[src/rtl/core/ate_pkg.sv]
// Shared types and constants for the array table engine.
// Used by the controller, the datapath and the top level; no dependencies.
package ate_pkg;

  localparam int DATA_W      = 32;
  localparam int OP_W        = 3;
  localparam int POS_W       = 5;
  localparam int IDX_W       = 5;
  localparam int DEF_ENTRIES = 32;
  localparam int MAX_READ    = 32;

  // Command codes carried by op.
  localparam logic [OP_W-1:0] OP_READ_ALL = 3'd0;
  localparam logic [OP_W-1:0] OP_INSERT   = 3'd1;
  localparam logic [OP_W-1:0] OP_DELETE   = 3'd2;
  localparam logic [OP_W-1:0] OP_SEARCH   = 3'd3;
  localparam logic [OP_W-1:0] OP_SORT     = 3'd4;

  // Index counter actions.
  localparam logic [2:0] K_HOLD   = 3'd0;
  localparam logic [2:0] K_ZERO   = 3'd1;
  localparam logic [2:0] K_POS_P1 = 3'd2;
  localparam logic [2:0] K_TOP_M1 = 3'd3;
  localparam logic [2:0] K_INC    = 3'd4;
  localparam logic [2:0] K_DEC    = 3'd5;

  // Write address selects.
  localparam logic [1:0] WA_K_P1 = 2'd0;
  localparam logic [1:0] WA_K_M1 = 2'd1;
  localparam logic [1:0] WA_POS  = 2'd2;
  localparam logic [1:0] WA_TOP  = 2'd3;

  // Write data selects.
  localparam logic [2:0] WD_RD    = 3'd0;
  localparam logic [2:0] WD_VALUE = 3'd1;
  localparam logic [2:0] WD_ZERO  = 3'd2;
  localparam logic [2:0] WD_LO    = 3'd3;
  localparam logic [2:0] WD_CUR   = 3'd4;

  // Carried sort element actions.
  localparam logic [1:0] CUR_HOLD = 2'd0;
  localparam logic [1:0] CUR_RD   = 2'd1;
  localparam logic [1:0] CUR_HI   = 2'd2;

  // Pass counter actions.
  localparam logic [1:0] PASS_HOLD  = 2'd0;
  localparam logic [1:0] PASS_CLEAR = 2'd1;
  localparam logic [1:0] PASS_INC   = 2'd2;

  // Kinds of single result.
  localparam logic [1:0] RES_OK    = 2'd0;
  localparam logic [1:0] RES_ERR   = 2'd1;
  localparam logic [1:0] RES_FOUND = 2'd2;

  // Output register sources.
  localparam logic OUT_READ    = 1'b0;
  localparam logic OUT_PENDING = 1'b1;

  typedef struct packed {
    logic       take;
    logic [2:0] k_op;
    logic       rd_en;
    logic       we;
    logic [1:0] wa_sel;
    logic [2:0] wd_sel;
    logic [1:0] cur_op;
    logic [1:0] pass_op;
    logic       res_set;
    logic [1:0] res_kind;
    logic       out_load;
    logic       out_src;
  } ate_cmd_t;

  typedef struct packed {
    logic [OP_W-1:0] op;
    logic            pos_bad;
    logic            pos_top;
    logic            k_eq_pos;
    logic            k_eq_top;
    logic            k_eq_rd_last;
    logic            match;
    logic            pass_last;
    logic            out_free;
  } ate_status_t;

endpackage

[src/rtl/core/ate_ram.sv]
// Generic single-write, single-read RAM with a registered read port.
// No dependencies.
module ate_ram #(
  parameter int WIDTH = 32,
  parameter int DEPTH = 32
) (
  input  logic                     clk,
  input  logic                     we,
  input  logic [$clog2(DEPTH)-1:0] waddr,
  input  logic [WIDTH-1:0]         wdata,
  input  logic                     re,
  input  logic [$clog2(DEPTH)-1:0] raddr,
  output logic [WIDTH-1:0]         rdata
);

  logic [WIDTH-1:0] mem [DEPTH];

  always_ff @(posedge clk) begin
    if (we) begin
      mem[waddr] <= wdata;
    end
    if (re) begin
      rdata <= mem[raddr];
    end
  end

endmodule

[src/rtl/core/ate_ctrl.sv]
// Sequencer for the array table engine: one command at a time.
// Depends on ate_pkg for the command and status structs.
module ate_ctrl (
  input  logic                 clk,
  input  logic                 rst,
  input  logic                 cmd_valid,
  output logic                 cmd_stall,
  input  ate_pkg::ate_status_t sts,
  output ate_pkg::ate_cmd_t    ctl
);

  localparam logic [3:0] S_IDLE       = 4'd0;
  localparam logic [3:0] S_DISPATCH   = 4'd1;
  localparam logic [3:0] S_RD_ISSUE   = 4'd2;
  localparam logic [3:0] S_RD_WAIT    = 4'd3;
  localparam logic [3:0] S_INS_SHIFT  = 4'd4;
  localparam logic [3:0] S_INS_WRITE  = 4'd5;
  localparam logic [3:0] S_DEL_SHIFT  = 4'd6;
  localparam logic [3:0] S_DEL_FILL   = 4'd7;
  localparam logic [3:0] S_SEARCH     = 4'd8;
  localparam logic [3:0] S_SORT_START = 4'd9;
  localparam logic [3:0] S_SORT_FIRST = 4'd10;
  localparam logic [3:0] S_SORT_STEP  = 4'd11;
  localparam logic [3:0] S_SORT_TAIL  = 4'd12;
  localparam logic [3:0] S_RESP       = 4'd13;

  logic [3:0] state;
  logic [3:0] state_next;

  assign cmd_stall = (state != S_IDLE);

  always_ff @(posedge clk) begin
    if (rst) begin
      state <= S_IDLE;
    end else begin
      state <= state_next;
    end
  end

  always_comb begin
    state_next   = state;
    ctl          = '0;
    ctl.k_op     = ate_pkg::K_HOLD;
    ctl.cur_op   = ate_pkg::CUR_HOLD;
    ctl.pass_op  = ate_pkg::PASS_HOLD;
    ctl.res_kind = ate_pkg::RES_OK;
    ctl.out_src  = ate_pkg::OUT_PENDING;
    unique case (state)
      S_IDLE: begin
        if (cmd_valid) begin
          ctl.take   = 1'b1;
          state_next = S_DISPATCH;
        end
      end
      S_DISPATCH: begin
        case (sts.op)
          ate_pkg::OP_READ_ALL: begin
            ctl.k_op   = ate_pkg::K_ZERO;
            state_next = S_RD_ISSUE;
          end
          ate_pkg::OP_INSERT: begin
            if (sts.pos_bad) begin
              ctl.res_set  = 1'b1;
              ctl.res_kind = ate_pkg::RES_ERR;
              state_next   = S_RESP;
            end else if (sts.pos_top) begin
              state_next = S_INS_WRITE;
            end else begin
              ctl.k_op   = ate_pkg::K_TOP_M1;
              ctl.rd_en  = 1'b1;
              state_next = S_INS_SHIFT;
            end
          end
          ate_pkg::OP_DELETE: begin
            if (sts.pos_bad) begin
              ctl.res_set  = 1'b1;
              ctl.res_kind = ate_pkg::RES_ERR;
              state_next   = S_RESP;
            end else if (sts.pos_top) begin
              state_next = S_DEL_FILL;
            end else begin
              ctl.k_op   = ate_pkg::K_POS_P1;
              ctl.rd_en  = 1'b1;
              state_next = S_DEL_SHIFT;
            end
          end
          ate_pkg::OP_SEARCH: begin
            ctl.k_op   = ate_pkg::K_ZERO;
            ctl.rd_en  = 1'b1;
            state_next = S_SEARCH;
          end
          ate_pkg::OP_SORT: begin
            ctl.pass_op = ate_pkg::PASS_CLEAR;
            state_next  = S_SORT_START;
          end
          default: begin
            // Unknown commands leave the store alone and give a plain last item.
            ctl.res_set = 1'b1;
            state_next  = S_RESP;
          end
        endcase
      end
      S_RD_ISSUE: begin
        ctl.rd_en  = 1'b1;
        state_next = S_RD_WAIT;
      end
      S_RD_WAIT: begin
        if (sts.out_free) begin
          ctl.out_load = 1'b1;
          ctl.out_src  = ate_pkg::OUT_READ;
          if (sts.k_eq_rd_last) begin
            state_next = S_IDLE;
          end else begin
            ctl.k_op   = ate_pkg::K_INC;
            state_next = S_RD_ISSUE;
          end
        end
      end
      S_INS_SHIFT: begin
        ctl.we     = 1'b1;
        ctl.wa_sel = ate_pkg::WA_K_P1;
        ctl.wd_sel = ate_pkg::WD_RD;
        if (sts.k_eq_pos) begin
          state_next = S_INS_WRITE;
        end else begin
          ctl.k_op  = ate_pkg::K_DEC;
          ctl.rd_en = 1'b1;
        end
      end
      S_INS_WRITE: begin
        ctl.we      = 1'b1;
        ctl.wa_sel  = ate_pkg::WA_POS;
        ctl.wd_sel  = ate_pkg::WD_VALUE;
        ctl.res_set = 1'b1;
        state_next  = S_RESP;
      end
      S_DEL_SHIFT: begin
        ctl.we     = 1'b1;
        ctl.wa_sel = ate_pkg::WA_K_M1;
        ctl.wd_sel = ate_pkg::WD_RD;
        if (sts.k_eq_top) begin
          state_next = S_DEL_FILL;
        end else begin
          ctl.k_op  = ate_pkg::K_INC;
          ctl.rd_en = 1'b1;
        end
      end
      S_DEL_FILL: begin
        ctl.we      = 1'b1;
        ctl.wa_sel  = ate_pkg::WA_TOP;
        ctl.wd_sel  = ate_pkg::WD_ZERO;
        ctl.res_set = 1'b1;
        state_next  = S_RESP;
      end
      S_SEARCH: begin
        if (sts.match) begin
          ctl.res_set  = 1'b1;
          ctl.res_kind = ate_pkg::RES_FOUND;
          state_next   = S_RESP;
        end else if (sts.k_eq_top) begin
          ctl.res_set = 1'b1;
          state_next  = S_RESP;
        end else begin
          ctl.k_op  = ate_pkg::K_INC;
          ctl.rd_en = 1'b1;
        end
      end
      S_SORT_START: begin
        ctl.k_op   = ate_pkg::K_ZERO;
        ctl.rd_en  = 1'b1;
        state_next = S_SORT_FIRST;
      end
      S_SORT_FIRST: begin
        ctl.cur_op = ate_pkg::CUR_RD;
        ctl.k_op   = ate_pkg::K_INC;
        ctl.rd_en  = 1'b1;
        state_next = S_SORT_STEP;
      end
      S_SORT_STEP: begin
        // The larger of the pair is carried on up the pass.
        ctl.we     = 1'b1;
        ctl.wa_sel = ate_pkg::WA_K_M1;
        ctl.wd_sel = ate_pkg::WD_LO;
        ctl.cur_op = ate_pkg::CUR_HI;
        if (sts.k_eq_top) begin
          state_next = S_SORT_TAIL;
        end else begin
          ctl.k_op  = ate_pkg::K_INC;
          ctl.rd_en = 1'b1;
        end
      end
      S_SORT_TAIL: begin
        ctl.we     = 1'b1;
        ctl.wa_sel = ate_pkg::WA_TOP;
        ctl.wd_sel = ate_pkg::WD_CUR;
        if (sts.pass_last) begin
          ctl.res_set = 1'b1;
          state_next  = S_RESP;
        end else begin
          ctl.pass_op = ate_pkg::PASS_INC;
          state_next  = S_SORT_START;
        end
      end
      S_RESP: begin
        if (sts.out_free) begin
          ctl.out_load = 1'b1;
          state_next   = S_IDLE;
        end
      end
      default: begin
        state_next = S_IDLE;
      end
    endcase
  end

endmodule

[src/rtl/core/ate_datapath.sv]
// Datapath of the array table engine: entry RAM, valid flags, counters,
// sort carry register and the result register. Depends on ate_pkg and ate_ram.
module ate_datapath #(
  parameter int ENTRIES = ate_pkg::DEF_ENTRIES
) (
  input  logic                               clk,
  input  logic                               rst,
  input  ate_pkg::ate_cmd_t                  ctl,
  output ate_pkg::ate_status_t               sts,
  input  logic [ate_pkg::OP_W-1:0]           op,
  input  logic [ate_pkg::POS_W-1:0]          position,
  input  logic signed [ate_pkg::DATA_W-1:0]  value,
  input  logic signed [ate_pkg::DATA_W-1:0]  search_key,
  output logic                               res_valid,
  input  logic                               res_stall,
  output logic signed [ate_pkg::DATA_W-1:0]  entry_value,
  output logic [ate_pkg::IDX_W-1:0]          entry_index,
  output logic                               found,
  output logic                               status,
  output logic                               last
);

  localparam int AW      = $clog2(ENTRIES);
  localparam int CW      = ((AW > ate_pkg::POS_W) ? AW : ate_pkg::POS_W) + 1;
  localparam int RD_LAST = ((ENTRIES < ate_pkg::MAX_READ) ? ENTRIES : ate_pkg::MAX_READ) - 1;

  logic [ate_pkg::OP_W-1:0]          op_q;
  logic [ate_pkg::POS_W-1:0]         pos_q;
  logic signed [ate_pkg::DATA_W-1:0] value_q;
  logic signed [ate_pkg::DATA_W-1:0] key_q;

  logic [AW-1:0]                     k;
  logic [AW-1:0]                     k_next;
  logic [AW-1:0]                     pass;
  logic signed [ate_pkg::DATA_W-1:0] cur;
  logic [ENTRIES-1:0]                valid;
  logic                              rdv;
  logic [ate_pkg::DATA_W-1:0]        ram_q;
  logic signed [ate_pkg::DATA_W-1:0] rd;

  logic [1:0]                        res_kind_q;
  logic [ate_pkg::IDX_W-1:0]         res_idx_q;

  logic [CW-1:0]                     pos_ext;
  logic [AW-1:0]                     pos_addr;
  logic [AW-1:0]                     waddr;
  logic signed [ate_pkg::DATA_W-1:0] wdata;
  logic                              less;
  logic signed [ate_pkg::DATA_W-1:0] lo;
  logic signed [ate_pkg::DATA_W-1:0] hi;
  logic                              out_free;

  assign pos_ext  = CW'(pos_q);
  assign pos_addr = pos_ext[AW-1:0];

  // Entries never written since reset read as zero.
  assign rd   = rdv ? $signed(ram_q) : '0;
  assign less = rd < cur;
  assign lo   = less ? rd : cur;
  assign hi   = less ? cur : rd;

  assign out_free = !res_valid || !res_stall;

  always_comb begin
    case (ctl.k_op)
      ate_pkg::K_ZERO:   k_next = '0;
      ate_pkg::K_POS_P1: k_next = pos_addr + AW'(1);
      ate_pkg::K_TOP_M1: k_next = AW'(ENTRIES - 2);
      ate_pkg::K_INC:    k_next = k + AW'(1);
      ate_pkg::K_DEC:    k_next = k - AW'(1);
      default:           k_next = k;
    endcase
  end

  always_comb begin
    case (ctl.wa_sel)
      ate_pkg::WA_K_P1: waddr = k + AW'(1);
      ate_pkg::WA_K_M1: waddr = k - AW'(1);
      ate_pkg::WA_POS:  waddr = pos_addr;
      default:          waddr = AW'(ENTRIES - 1);
    endcase
  end

  always_comb begin
    case (ctl.wd_sel)
      ate_pkg::WD_RD:    wdata = rd;
      ate_pkg::WD_VALUE: wdata = value_q;
      ate_pkg::WD_LO:    wdata = lo;
      ate_pkg::WD_CUR:   wdata = cur;
      default:           wdata = '0;
    endcase
  end

  ate_ram #(
    .WIDTH (ate_pkg::DATA_W),
    .DEPTH (ENTRIES)
  ) u_ram (
    .clk   (clk),
    .we    (ctl.we),
    .waddr (waddr),
    .wdata (wdata),
    .re    (ctl.rd_en),
    .raddr (k_next),
    .rdata (ram_q)
  );

  always_ff @(posedge clk) begin
    if (rst) begin
      valid <= '0;
    end else if (ctl.we) begin
      valid[waddr] <= 1'b1;
    end
  end

  always_ff @(posedge clk) begin
    if (ctl.rd_en) begin
      rdv <= valid[k_next];
    end
  end

  always_ff @(posedge clk) begin
    if (ctl.take) begin
      op_q    <= op;
      pos_q   <= position;
      value_q <= value;
      key_q   <= search_key;
    end
    k <= k_next;
    case (ctl.cur_op)
      ate_pkg::CUR_RD: cur <= rd;
      ate_pkg::CUR_HI: cur <= hi;
      default:         cur <= cur;
    endcase
    case (ctl.pass_op)
      ate_pkg::PASS_CLEAR: pass <= '0;
      ate_pkg::PASS_INC:   pass <= pass + AW'(1);
      default:             pass <= pass;
    endcase
    if (ctl.res_set) begin
      res_kind_q <= ctl.res_kind;
      res_idx_q  <= ate_pkg::IDX_W'(k);
    end
  end

  always_ff @(posedge clk) begin
    if (rst) begin
      res_valid <= 1'b0;
    end else if (ctl.out_load) begin
      res_valid <= 1'b1;
    end else if (!res_stall) begin
      res_valid <= 1'b0;
    end
  end

  always_ff @(posedge clk) begin
    if (ctl.out_load) begin
      if (ctl.out_src == ate_pkg::OUT_READ) begin
        entry_value <= rd;
        entry_index <= ate_pkg::IDX_W'(k);
        found       <= 1'b0;
        status      <= 1'b0;
        last        <= (k == AW'(RD_LAST));
      end else begin
        entry_value <= '0;
        entry_index <= (res_kind_q == ate_pkg::RES_FOUND) ? res_idx_q : '0;
        found       <= (res_kind_q == ate_pkg::RES_FOUND);
        status      <= (res_kind_q == ate_pkg::RES_ERR);
        last        <= 1'b1;
      end
    end
  end

  always_comb begin
    sts.op           = op_q;
    sts.pos_bad      = (pos_ext >= CW'(ENTRIES));
    sts.pos_top      = (pos_ext == CW'(ENTRIES - 1));
    sts.k_eq_pos     = (CW'(k) == pos_ext);
    sts.k_eq_top     = (k == AW'(ENTRIES - 1));
    sts.k_eq_rd_last = (k == AW'(RD_LAST));
    sts.match        = (rd == key_q);
    sts.pass_last    = (pass == AW'(ENTRIES - 2));
    sts.out_free     = out_free;
  end

endmodule

[src/rtl/core/array_table_engine_top.sv]
// Top level of the array table engine: a store of signed entries with
// read all, insert, delete, search and sort commands.
// Depends on ate_pkg, ate_ctrl and ate_datapath.
//
// Usage: a command item (op, position, value, search_key) is taken when
// cmd_valid is high and cmd_stall is low. Only one command is worked on at
// a time; cmd_stall stays high until its last result item is loaded into
// the output register. Result items leave on res_valid / res_stall, each
// marked last on the final item of its command.
// Work per command, N = ENTRIES, is set by the single read port of the entry
// RAM (registered read):
//   read all: min(N, 32) entries, each read and then loaded out
//   insert, delete: N - position - 1 entries shift up or down
//   search:   up to N entries; unknown op or bad position: a single item
//   sort:     (N - 1) bubble passes over all N entries.
// While the receiver stalls, the result item is held and the sequencer
// waits before loading the next one; a finished result may wait while the
// next command is taken. Reset clears the store to zero at once through
// per-entry valid flags, so no clearing pass follows reset.
module array_table_engine_top #(
  parameter int ENTRIES = ate_pkg::DEF_ENTRIES
) (
  input  logic                               clk,
  input  logic                               rst,
  input  logic                               cmd_valid,
  output logic                               cmd_stall,
  input  logic [ate_pkg::OP_W-1:0]           op,
  input  logic [ate_pkg::POS_W-1:0]          position,
  input  logic signed [ate_pkg::DATA_W-1:0]  value,
  input  logic signed [ate_pkg::DATA_W-1:0]  search_key,
  output logic                               res_valid,
  input  logic                               res_stall,
  output logic signed [ate_pkg::DATA_W-1:0]  entry_value,
  output logic [ate_pkg::IDX_W-1:0]          entry_index,
  output logic                               found,
  output logic                               status,
  output logic                               last
);

  ate_pkg::ate_cmd_t    ctl;
  ate_pkg::ate_status_t sts;

  ate_ctrl u_ctrl (
    .clk       (clk),
    .rst       (rst),
    .cmd_valid (cmd_valid),
    .cmd_stall (cmd_stall),
    .sts       (sts),
    .ctl       (ctl)
  );

  ate_datapath #(
    .ENTRIES (ENTRIES)
  ) u_dp (
    .clk         (clk),
    .rst         (rst),
    .ctl         (ctl),
    .sts         (sts),
    .op          (op),
    .position    (position),
    .value       (value),
    .search_key  (search_key),
    .res_valid   (res_valid),
    .res_stall   (res_stall),
    .entry_value (entry_value),
    .entry_index (entry_index),
    .found       (found),
    .status      (status),
    .last        (last)
  );

endmodule

[config.mk]
export PLATFORM = sky130hd
export DESIGN_NAME = array_table_engine_top
export DESIGN_NICKNAME = d
export VERILOG_FILES = /design/src/rtl/core/ate_pkg.sv /design/src/rtl/core/ate_ram.sv /design/src/rtl/core/ate_ctrl.sv /design/src/rtl/core/ate_datapath.sv /design/src/rtl/core/array_table_engine_top.sv
export SDC_FILE = /design/constraint.sdc
export NUM_CORES = 1
export LEC_CHECK = 0
export BUFFER_PORTS_ARGS = -buffer_cell sky130_fd_sc_hd__buf_4
export CAP_MARGIN = 20
export CORE_ASPECT_RATIO = 1.75
export CORE_MARGIN = 2
export CORE_UTILIZATION = 55
export CTS_CLUSTER_SIZE = 10
export DETAILED_ROUTE_END_ITERATION = 6
export GPL_TIMING_DRIVEN = 0
export PLACE_DENSITY = 0.71
export SYNTH_ARGS = -nofsm -noshare
export SYNTH_HDL_FRONTEND = slang
export SYNTH_SLANG_ARGS = --single-unit
[constraint.sdc]
create_clock -name clk -period 8.4 [get_ports clk]
set_clock_uncertainty 0.2 [all_clocks]
set_input_delay 0.84 -clock clk [delete_from_list [all_inputs] [get_ports clk]]
set_output_delay 0.84 -clock clk [all_outputs]
set_load 0.02 [all_outputs]
==> impl_metrics.csv <==
group,metric,value,unit
die,die_x,235,µm
synth,ys.flop_type,"edfxtp_1",
global_route,grt_usage,0.268,
clock_network,worstSkewPairLatency,0.76,ns
timing,timing.hold.ws,0.0605,ns
clock_network,cts_max_level,4,
setup_path,reg2reg_slack,0.27,ns
placement,dp_hpwl,92000,µm
die,num_io_pins,118,
clock_network,cts_buffers,143,
power_and_ir_drop,power_density,440,nW/µm²
routing,via_count,28300,
placement,dp.cells,4470,
synth,ys_ff_latch,1253,
clock_network,hold_buffers,0,
timing,finalSetupViolCount,0,
setup_path,worstPathCellList,"buf_4, buf_6, buf_2, buf_2, buf_1, nand2_1, inv_1, ha_1, a21o_1, a21o_1, a21oi_1, nand2_1, a41oi_1, a2111oi_0, a221oi_1, o32ai_2, a41o_1, clkbuf_1, clkbuf_1, a22oi_1, nand2_1",
timing,fin_crit_sh,0.968,
run_status,violations,"design-rule violations",
setup_path,start_kind,"register",
synth,synth_warnings,0,
final_layout,final_layout_size_suffix_gt1_frac,0.147,
global_route,overflow,0,
routing,detail_route.wl_per_cell,27.5,µm
power_and_ir_drop,ir_worst_vdd,0.258,mV
synth,synth-edff-count,1211,
die,die_area,96300,µm²
global_route,grt_pass1_wl,189000,µm
routing,viasPerCell,6.07,
clock_network,cts.clk_slew.worst_paths,0.05,ns
setup_path,cp_slowest_stage_delay,0.94,ns
timing,layout_setup_ws,0.266,ns
setup_path,cp_slowest_cell,"a2111oi_0",
routing,drtPass1Iterations,7,
placement,gp_congestion,0.924,
die,die_h,409,µm
synth,netlist_area,51500,µm²
setup_path,arrival,8.33,ns
clock_network,post-cts-setup-buffers,0,
setup_path,cp_max_fo,32,
setup_path,crit_required,8.60,ns
final_layout,stdcell_count,4665,
setup_path,endpoint_kind,"register",
timing,worstMarginPinSlew,1.17,ns
timing,drv_slew,0,
synth,yosysSeqAreaShare,0.722,
placement,io_buffer_count,115,
timing,clock.fmax,123,MHz
timing,fin_crit,8.13,ns
routing,wirelength,128000,µm
global_route,antenna_found_initial,2,
synth,synth_cells,3107,
placement,place_ws,-0.263,ns
setup_path,worstSetupPathType,"reg2reg",
flow_run,max_cap_violations,0,
worst_hold_path,hp-class,"in2reg",
final_layout,syn2layout_area_growth,14.9,%
timing,rsz0062_at_grt,"false",
final_layout,design_area,59200,µm²
routing,ant_nets,0,
final_layout,fin_util,0.637,
synth,synth_cell_types,74,
clock_network,clock_path_buffers,3,
final_layout,fin_nets,3540,
setup_path,cpMostUsedCell,"nand2_1",
die,initial_core_util,0.554,
routing,drc,8,
synth,syn_area_per_cell,16.6,µm²
routing,drtIter0Drc,2223,
clock_network,cts_sinks,1253,
global_route,grt_pass1_vias,30000,
synth,ys_async_sr_fraction,0,
timing,slew_headroom,0.221,
timing,hold_violations,0,
placement,placed_area,55100,µm²
power_and_ir_drop,p_leak,0.0234,µW
global_route,grt_max_degree,65,
synth,synth_nets,3222,
die,num_rows,148,
clock_network,root_buffer,"clkbuf_16",
clock_network,cts_tree,"built",
die,coreArea,93000,µm²
run_status,status,"finished, violations left",
==> registers in the layout, summed over array words and instances (netlist names), 32 cells and up <==
register / cells
u_dp.entry_value: 32
u_dp.valid: 32
u_dp.u_ram.rdata: 32
u_dp.key_q: 32
u_dp.u_ram.mem: 1024
u_dp.cur: 32
u_dp.value_q: 32
==> placed cells by master (no fill, tap or decap), types with 7 or more instances in the layout <==
cell and n:
a21o_1 22, a21oi_1 26, a22oi_1 35, a2bb2oi_1 9, buf_12 34, buf_16 11
buf_2 38, buf_4 143, buf_6 33, clkbuf_1 83, clkbuf_16 144, dfxtp_1 42
edfxtp_1 1211, ha_1 39, inv_1 78, inv_6 7, mux2i_1 793, nand2_1 113
nand3_1 25, nand4_1 20, nand4b_1 12, nor2_1 100, nor2_4 32, nor2b_1 9
nor3_1 8, nor4_1 35, o21ai_0 31, o21ai_1 7, o21ba_2 23, o22ai_1 140
xnor2_1 21, xor2_1 10
==> metal layers <==
metal	global-route usage	wire, µm
met2	0.508	70800
met4	0.126	6040
met3	0.0416	6200
met5	0	0
met1	0.289	45400
==> per-stage QoR <==
| step | TNS (ns) | total power, µW |
|---|---|---|
| after floorplan | 0 | 16300 |
| after global placement | -186.52 | 20000 |
| after detailed placement | -32.53 | 20500 |
| after CTS | 0 | 25900 |
| after global routing | 0 | 27000 |
| final | 0 | 26100 |
==> kinds of logic (layout without fill, tap and decap cells) <==
group                      count (synthesis)  count (layout)  synth area share
AOI/OAI and AO/OA                        354             354            0.0474
xor gates and xnor gates                  31              31           0.00527
adders and majority gates                 40              40           0.00966
buffers and inverters                    236             592            0.0247
DFF                                     1253            1253             0.722
muxes                                    794             794             0.154
other                                      1               3         0.0000728
and+or+nand+nor                          398             398            0.0369
==> power by group <==
part | switching [µW] | total, µW | leakage, µW | internal, µW
combinational | 7590 | 11700 | 0.0100 | 4110
sequential | 329 | 8980 | 0.0115 | 8650
clock | 2300 | 5390 | 0.00189 | 3090
==> cells in the mapped netlist (21+ instances only) <==
master	count	area (µm²)
edfxtp_1	1211	36400
mux2i_1	793	7940
o22ai_1	140	876
nor2_1	132	495
nand2_1	118	443
inv_1	78	293
clkbuf_1	58	218
dfxtp_1	42	841
ha_1	39	488
o21ai_0	36	180
a22oi_1	35	263
nor4_1	35	219
buf_2	34	170
buf_6	33	372
a21oi_1	28	140
buf_4	25	188
nand3_1	25	125
o21ba_2	23	230
a21o_1	22	165
xnor2_1	21	184
==> worst max-delay path, delay by kind of cell (launching register included) <==
| kind | cells | cell delay [ns] |
|---|---|---|
| buf+inv | 8 | 2.79 |
| compound gates | 9 | 2.76 |
| simple gates | 3 | 1.39 |
| flops | 1 | 0.41 |
| fa+ha+maj | 1 | 0.17 |
==> timing repair <==
action | 4_1_cts | 5_1_grt
resized for setup | 6 | 0
endpoints found under the hold margin | 0 | 0
endpoints found under the setup margin | 312 | 0
==> path summary, 6_finish.rpt <==
kind,start,endpoint,cells past startpoint
worst max-delay path,u_dp.rdv,u_dp.u_ram.mem[8][23],21
worst min register to register,u_dp.k[3],u_dp.res_idx_q[3],0
worst min-delay path,search_key[5],u_dp.key_q[5],1
worst max register to register,u_dp.rdv,u_dp.u_ram.mem[8][23],21
==> cell type report <==
cell class | instances | area, µm²
Clock buffer | 170 | 3710
Timing Repair Buffer | 173 | 1980
Multi-Input combinational cell | 1618 | 13400
Buffer | 155 | 966
Fill cell | 6465 | 33700
Tap cell | 1200 | 1500
Clock inverter | 13 | 169
Inverter | 81 | 305
Sequential cell | 1253 | 37200
Antenna cell | 2 | 5.00
(Power assumes the default switching activity.)
